### config.mk
export PLATFORM = sky130hd
export DESIGN_NAME = page_table_walker_four_level
export DESIGN_NICKNAME = d
export VERILOG_FILES = /design/src/design/ptw_pkg.sv /design/src/design/ptw_front.sv /design/src/design/ptw_back.sv /design/src/design/page_table_walker_four_level.sv
export SDC_FILE = /design/constraint.sdc
export NUM_CORES = 1
export LEC_CHECK = 0
export BUFFER_PORTS_ARGS = -buffer_cell sky130_fd_sc_hd__buf_2
export CORE_MARGIN = 5
export CORE_UTILIZATION = 43
export DETAILED_ROUTE_END_ITERATION = 10
export GPL_ROUTABILITY_DRIVEN = 0
export HOLD_SLACK_MARGIN = 0.08
export PLACE_DENSITY_LB_ADDON = 0.3
export SYNTH_ARGS = -nofsm -noshare
export SYNTH_HDL_FRONTEND = slang
export SYNTH_HIERARCHICAL = 1
export SYNTH_SLANG_ARGS = --single-unit
### constraint.sdc
create_clock -name clk -period 8.28 [get_ports clk]
set_clock_uncertainty 0.15 [all_clocks]
set_input_delay 1.656 -clock clk [delete_from_list [all_inputs] [get_ports clk]]
set_output_delay 1.656 -clock clk [all_outputs]
set_load 0.01 [all_outputs]
### src/design/ptw_pkg.sv
// Shared types, constants and helpers for the four-level page table walker.
package ptw_pkg;

	localparam int VA_W     = 48;
	localparam int VPN_W    = 36;
	localparam int DATA_W   = 64;
	localparam int FRAME_W  = 40;
	localparam int PADDR_W  = 52;
	localparam int LEVEL_W  = 3;
	localparam int IDX_W    = 9;
	localparam int PAGE_W   = 12;
	localparam int S_DATA_W = 112;
	localparam int M_DATA_W = 120;

	localparam int QDEPTH   = 4;
	localparam int QPTR_W   = $clog2(QDEPTH);
	localparam int QCNT_W   = $clog2(QDEPTH + 1);

	localparam logic OP_TRANSLATE = 1'b0;
	localparam logic OP_RESPONSE  = 1'b1;

	localparam logic KIND_READ = 1'b0;
	localparam logic KIND_DONE = 1'b1;

	localparam logic [LEVEL_W-1:0] LEVEL_1 = 3'd1;
	localparam logic [LEVEL_W-1:0] LEVEL_2 = 3'd2;
	localparam logic [LEVEL_W-1:0] LEVEL_3 = 3'd3;
	localparam logic [LEVEL_W-1:0] LEVEL_4 = 3'd4;

	localparam int BIT_PRESENT = 0;
	localparam int BIT_LARGE   = 7;

	typedef struct packed {
		logic              op;
		logic [VPN_W-1:0]  vpn;
		logic [DATA_W-1:0] data;
	} q_item_t;

	typedef struct packed {
		logic               kind;
		logic [PADDR_W-1:0] read_address;
		logic [DATA_W-1:0]  entry;
		logic [LEVEL_W-1:0] level;
	} result_t;

	function automatic logic [IDX_W-1:0] table_index(input logic [VPN_W-1:0] vpn,
		input logic [LEVEL_W-1:0] lvl);
		logic [IDX_W-1:0] idx;
		unique case (lvl)
			LEVEL_4: idx = vpn[35:27];
			LEVEL_3: idx = vpn[26:18];
			LEVEL_2: idx = vpn[17:9];
			default: idx = vpn[8:0];
		endcase
		return idx;
	endfunction

	function automatic logic [PADDR_W-1:0] entry_address(input logic [FRAME_W-1:0] frame,
		input logic [VPN_W-1:0] vpn, input logic [LEVEL_W-1:0] lvl);
		return {frame, table_index(vpn, lvl), 3'b000};
	endfunction

endpackage

### src/design/ptw_front.sv
// Front end: accepts stream transactions, turns each into a walk item and queues it.
module ptw_front
	import ptw_pkg::*;
(
	input  logic                clk,
	input  logic                arst_n,
	input  logic                s_tvalid,
	output logic                s_tready,
	input  logic [S_DATA_W-1:0] s_tdata,
	input  logic                s_tuser,
	output logic                q_valid,
	output q_item_t             q_item,
	input  logic                q_pop
);

	q_item_t             fifo_q [QDEPTH];
	logic [QPTR_W-1:0]   wr_ptr_q;
	logic [QPTR_W-1:0]   rd_ptr_q;
	logic [QCNT_W-1:0]   count_q;
	logic                push;
	logic                pop;
	q_item_t             item_in;

	always_comb begin
		item_in.op   = s_tuser;
		item_in.vpn  = s_tdata[VA_W-1:PAGE_W];
		item_in.data = s_tdata[VA_W+DATA_W-1:VA_W];
	end

	assign s_tready = (count_q != QCNT_W'(QDEPTH));
	assign push     = s_tvalid && s_tready;
	assign q_valid  = (count_q != '0);
	assign pop      = q_pop && q_valid;
	assign q_item   = fifo_q[rd_ptr_q];

	always_ff @(posedge clk) begin
		if (push) begin
			fifo_q[wr_ptr_q] <= item_in;
		end
	end

	always_ff @(posedge clk or negedge arst_n) begin
		if (!arst_n) begin
			wr_ptr_q <= '0;
			rd_ptr_q <= '0;
			count_q  <= '0;
		end else begin
			if (push) begin
				wr_ptr_q <= wr_ptr_q + QPTR_W'(1);
			end
			if (pop) begin
				rd_ptr_q <= rd_ptr_q + QPTR_W'(1);
			end
			case ({push, pop})
				2'b10:   count_q <= count_q + QCNT_W'(1);
				2'b01:   count_q <= count_q - QCNT_W'(1);
				default: count_q <= count_q;
			endcase
		end
	end

	a_count_bound: assert property (@(posedge clk) disable iff (!arst_n)
		count_q <= QCNT_W'(QDEPTH))
		else $error("queue count exceeds depth");

	a_ptr_gap: assert property (@(posedge clk) disable iff (!arst_n)
		(count_q != '0 && count_q != QCNT_W'(QDEPTH)) |-> (wr_ptr_q != rd_ptr_q))
		else $error("queue pointers disagree with count");

	a_pop_count: assert property (@(posedge clk) disable iff (!arst_n)
		(pop && !push) |=> (count_q == $past(count_q) - QCNT_W'(1)))
		else $error("pop did not lower the count");

endmodule

### src/design/ptw_back.sv
// Back end: walk state, entry checks and the registered result stage.
module ptw_back
	import ptw_pkg::*;
(
	input  logic               clk,
	input  logic               arst_n,
	input  logic [FRAME_W-1:0] root_frame,
	input  logic               q_valid,
	input  q_item_t            q_item,
	output logic               q_pop,
	output logic               m_tvalid,
	input  logic               m_tready,
	output result_t            m_result
);

	logic               busy_q;
	logic [LEVEL_W-1:0] level_q;
	logic [VPN_W-1:0]   vpn_q;
	logic [FRAME_W-1:0] base_q;
	logic               out_valid_q;
	result_t            out_q;

	logic               out_free;
	logic               res_valid;
	result_t            res;
	logic               nxt_busy;
	logic [LEVEL_W-1:0] nxt_level;
	logic [VPN_W-1:0]   nxt_vpn;
	logic [FRAME_W-1:0] nxt_base;
	logic               present;
	logic               large_page;

	assign out_free   = !out_valid_q || m_tready;
	assign q_pop      = q_valid && out_free;
	assign present    = q_item.data[BIT_PRESENT];
	assign large_page = q_item.data[BIT_LARGE];

	always_comb begin
		res_valid        = 1'b0;
		res.kind         = KIND_READ;
		res.read_address = '0;
		res.entry        = '0;
		res.level        = level_q;
		nxt_busy         = busy_q;
		nxt_level        = level_q;
		nxt_vpn          = vpn_q;
		nxt_base         = base_q;
		if (q_item.op == OP_TRANSLATE) begin
			if (!busy_q) begin
				res_valid        = 1'b1;
				nxt_busy         = 1'b1;
				nxt_level        = LEVEL_4;
				nxt_vpn          = q_item.vpn;
				nxt_base         = root_frame;
				res.read_address = entry_address(root_frame, q_item.vpn, LEVEL_4);
				res.level        = LEVEL_4;
			end
		end else if (busy_q) begin
			res_valid = 1'b1;
			if (level_q <= LEVEL_1) begin
				res.kind  = KIND_DONE;
				res.entry = q_item.data;
				res.level = LEVEL_1;
				nxt_busy  = 1'b0;
			end else if (!present) begin
				res.kind  = KIND_DONE;
				nxt_busy  = 1'b0;
			end else if (large_page && (level_q == LEVEL_3 || level_q == LEVEL_2)) begin
				res.kind  = KIND_DONE;
				res.entry = q_item.data;
				nxt_busy  = 1'b0;
			end else begin
				nxt_base         = q_item.data[PADDR_W-1:PAGE_W];
				nxt_level        = level_q - LEVEL_W'(1);
				res.level        = nxt_level;
				res.read_address = entry_address(nxt_base, vpn_q, nxt_level);
			end
		end
	end

	always_ff @(posedge clk or negedge arst_n) begin
		if (!arst_n) begin
			busy_q      <= 1'b0;
			level_q     <= LEVEL_4;
			vpn_q       <= '0;
			base_q      <= '0;
			out_valid_q <= 1'b0;
		end else begin
			if (q_pop) begin
				busy_q  <= nxt_busy;
				level_q <= nxt_level;
				vpn_q   <= nxt_vpn;
				base_q  <= nxt_base;
			end
			if (out_free) begin
				out_valid_q <= q_pop && res_valid;
			end
		end
	end

	always_ff @(posedge clk) begin
		if (q_pop && res_valid) begin
			out_q <= res;
		end
	end

	assign m_tvalid = out_valid_q;
	assign m_result = out_q;

	a_done_idles: assert property (@(posedge clk) disable iff (!arst_n)
		(q_pop && res_valid && res.kind == KIND_DONE) |=> !busy_q)
		else $error("finished walk left the walker busy");

	a_read_busy: assert property (@(posedge clk) disable iff (!arst_n)
		(q_pop && res_valid && res.kind == KIND_READ) |=>
		(busy_q && level_q == $past(res.level)))
		else $error("read request does not match walk level");

	a_level_range: assert property (@(posedge clk) disable iff (!arst_n)
		busy_q |-> (level_q >= LEVEL_1 && level_q <= LEVEL_4))
		else $error("walk level out of range");

	a_ignored_quiet: assert property (@(posedge clk) disable iff (!arst_n)
		(q_pop && !res_valid) |=> !out_valid_q)
		else $error("ignored item produced a result");

endmodule

### src/design/page_table_walker_four_level.sv
// Top level of the four-level page table walker.
// Usage: items arrive on the s_ stream; tuser 0 is a translate request (virtual
// address in tdata), tuser 1 is a memory response (64-bit entry in tdata). Each
// accepted item that is not ignored gives one transaction on the m_ stream:
// tuser 0 asks for an 8-byte entry read at the address in tdata, tuser 1 ends
// the walk with the final entry (zero when not present) and the level.
// A request while a walk is running and a response while idle give nothing.
// The root table frame is written through cfg_wen and cfg_wdata; the user must write
// it only while idle, as the block does not enforce this. Items pass through the input
// queue and then the output register. One transaction per cycle is sustained while the
// receiver does not stall; the walk state updates once per item in the back end.
// When the receiver stalls, the output register holds its result, the back end
// stops draining, and the four-entry input queue fills before s_tready drops.
// Reset clears the queue, the output register and the walk state; the root
// frame resets to zero. There is no clearing pass after reset.
module page_table_walker_four_level
	import ptw_pkg::*;
(
	input  logic                clk,
	input  logic                arst_n,
	input  logic                cfg_wen,
	input  logic [FRAME_W-1:0]  cfg_wdata,
	input  logic                s_tvalid,
	output logic                s_tready,
	input  logic [S_DATA_W-1:0] s_tdata,  // virtual_address, read_data
	input  logic                s_tuser,  // op
	output logic                m_tvalid,
	input  logic                m_tready,
	output logic [M_DATA_W-1:0] m_tdata,  // read_address, entry, level, zero pad
	output logic                m_tuser   // kind
);

	logic [FRAME_W-1:0] root_frame_q;
	logic               q_valid;
	logic               q_pop;
	q_item_t            q_item;
	result_t            m_result;

	always_ff @(posedge clk or negedge arst_n) begin
		if (!arst_n) begin
			root_frame_q <= '0;
		end else if (cfg_wen) begin
			root_frame_q <= cfg_wdata;
		end
	end

	ptw_front u_front (
		.clk      (clk),
		.arst_n   (arst_n),
		.s_tvalid (s_tvalid),
		.s_tready (s_tready),
		.s_tdata  (s_tdata),
		.s_tuser  (s_tuser),
		.q_valid  (q_valid),
		.q_item   (q_item),
		.q_pop    (q_pop)
	);

	ptw_back u_back (
		.clk        (clk),
		.arst_n     (arst_n),
		.root_frame (root_frame_q),
		.q_valid    (q_valid),
		.q_item     (q_item),
		.q_pop      (q_pop),
		.m_tvalid   (m_tvalid),
		.m_tready   (m_tready),
		.m_result   (m_result)
	);

	assign m_tdata = {1'b0, m_result.level, m_result.entry, m_result.read_address};
	assign m_tuser = m_result.kind;

endmodule

==> results.ini <==
[power_and_ir_drop]
power_leakage_nw = 9.769
seqPwrFrac = 0.455
vdd_drop_max_v = 0.0004102
clockPowerShare = 0.270
powerDensity_nw_per_um2 = 389.9
power_frac_comb = 0.275
p_int_mw = 7.380
switching_share = 0.3057
p_sw_mw = 3.249

[sta]
tightestPinTransition_ns = 1.141
tns_ns = 0
setup_viol = 0
hold_viol = 0
setup_slack_ns = 4.240
period_share = 0.4879
fmax_mhz = 247.5
slew_headroom = 0.2392
slew_violations = 0
rsz0062_at_grt = false
period_minus_slack_ns = 4.040

[logic_synthesis]
ys.flop_type = edfxtp_1
syn_avg_cell_area_um2 = 21.19
ys_seq_area_frac = 0.7713
synth-seq-cells = 609
ys_types = 53
yosys.area.top_type_share = 0.6761
async_reset_ff_frac = 0.1445
yosysTopAreaCell = edfxtp_1
syn_inst = 1092
synth_common_cells = edfxtp_1, mux4_2, dfrtp_1
syn-cell-area_um2 = 23140
synth.area.top_cells = edfxtp_1, mux4_2, dfrtp_1
synth_most_common_cell = edfxtp_1
ys_warn_count = 6
synth_edf_count = 521

[critical_path]
crit_path_max_fanout = 94
cp-start-kind = flip-flop
crit_path_end_kind = flip-flop
rrSetupSlack_ns = 4.24
required_ns = 8.34
critPathKind = reg -> reg
critPathArrivalTime_ns = 4.10

[clock_network]
clock_sinks = 609
cts_tree = done
cts_made_buffers = 66
clk_pin_slew_ns = 0.06
root_buffer = clkbuf_16
cts_buffer_depth = 3
cts_htree_levels = 3
insertion_delay_ns = 0.59
hold_buffers = 0
ctsResizeCount = 0
cts_setup_buffers = 0

[die]
die_w_um = 242.0
die_h_um = 242.0
io_pins = 281
die-area_um2 = 58550
coreArea_um2 = 53600
rows = 85
start_util = 0.4317

[job]
maxCapViolCount = 0

[drt]
vias_per_cell = 5.312
drtIter0Drc = 840
first_pass_iters = 5
via_count = 11350
drc = 0
wirelength_mm = 48.88
drtAntennaViolNets = 0
wl_per_cell_um = 22.87

[final_layout]
area_growth_pct = 17.82
fin_util = 0.5086
nNetsFinal = 1551
multi_input_area_um2 = 4913
seqCellArea_um2 = 17860
fillers = 4391
drive_gt1_frac = 0.3996

[placed_design]
pre_cts_ws_ns = 4.108
numPortBuffers = 264
post-dp-hpwl_mm = 28.66

[global_route]
antenna_found_initial = 10
gr-total-overflow = 0
first_global_vias = 12250
grt_pass1_wl_mm = 74.99
grt_max_degree = 95
grtUsageTotal = 0.1664

[outcome]
status = complete, no violations

[worst_hold_path]
worstHoldPathType = reg -> reg

## stage by stage
stage,instances,hold WS [ns],power [mW],area [µm²]
6_report,2137,0.3492,10.63,27260
5_1_grt,2132,0.3682,11.21,27250
4_1_cts,2130,0.3526,10.82,27250
3_5_place_dp,2008,0.3401,7.908,25120
3_3_place_gp,2008,0.3323,7.837,25120
2_1_floorplan,1094,0.3190,6.864,23150
## layout make-up
| cell class | count | area share |
|---|---|---|
| Clock inverter | 29 | 0.01111 |
| Inverter | 14 | 0.001927 |
| Multi-Input combinational cell | 413 | 0.1802 |
| Tap cell | 696 | 0.03194 |
| Timing Repair Buffer | 276 | 0.05232 |
| Antenna cell | 7 | 0.0006425 |
| Sequential cell | 609 | 0.6549 |
| Clock buffer | 93 | 0.06691 |
## worst max-delay path, cell delays in order, from the launching register on
cell and delay (ns):
dfrtp_4 0.99, mux4_2 0.74, inv_1 0.22, ha_1 0.30
nor2_4 0.65, buf_12 0.51
## cells in the final DEF, fill, tap and decap left out, drive strengths merged, types with 2 or more instances in the layout
master / n
a21oi: 6
dfrtp: 87
o21ai: 16
and3: 4
clkinv: 19
clkbuf: 93
o221ai: 8
ha: 12
nand3: 3
a221oi: 9
o22ai: 2
a22o: 40
nand2: 18
mux2: 86
mux4: 101
bufinv: 5
edfxtp: 521
o211ai: 2
conb: 4
xnor2: 4
nor2: 7
nand2b: 2
diode: 7
xor2: 3
inv: 18
buf: 276
and2: 66
o31ai: 2
## routing by layer
layer | vias to the layer above | share of wire | global-route usage
met5 | - | 0.0014 | 0
met4 | 10 | 0.020 | 0.04246
met3 | 82 | 0.053 | 0.04590
met2 | 309 | 0.49 | 0.2752
met1 | 5951 | 0.43 | 0.2215
li1 | 5000 | - | -
## power by group through the flow
stage	sequential (mW)	combinational, mW	clock, mW
finish	4.83	2.92	2.87
global route	4.93	3.19	3.09
CTS	4.86	3.00	2.96
detailed placement	4.91	3.00	0
global placement	4.88	2.96	0
floorplan	4.93	1.93	0
## path summary, 6_finish.rpt
kind | start | end | cells after the start
hold reg to reg | u_back/vpn_q[34] | u_back/vpn_q[34] | 1
hold / removal | u_back/vpn_q[34] | u_back/vpn_q[34] | 1
min in group asynchronous | arst_n | root_frame_q[23] | 1
setup / recovery | u_front/rd_ptr_q[0] | u_back/m_result[56] | 5
max in group asynchronous | arst_n | u_front/rd_ptr_q[0] | 2
setup reg to reg | u_front/rd_ptr_q[0] | u_back/m_result[56] | 5
## state kept, by name, summed over array words and instances, names as in the netlist
register and flops:
root_frame_q 40, u_back/busy_q 1, u_back/m_result 117, u_back/level_q 3, u_back/m_tvalid 1, u_front/rd_ptr_q 2, u_back/vpn_q 36, u_front/fifo_q 404
u_front/wr_ptr_q 2, u_front/count_q 3
## kinds of logic (layout without fill, tap and decap cells)
family          after synthesis  count (layout)  share of synthesized area
simple gates                108             108                    0.02741
fa+ha+maj                    13              13                   0.007354
compound gates               93              93                    0.03190
xor+xnor                      7               7                   0.002650
flops                       609             609                     0.7713
other cells                   2              11                  0.0003246
buf+inv                      72             412                    0.01828
mux                         188             188                     0.1407
Power figures use the tool's default switching activity.
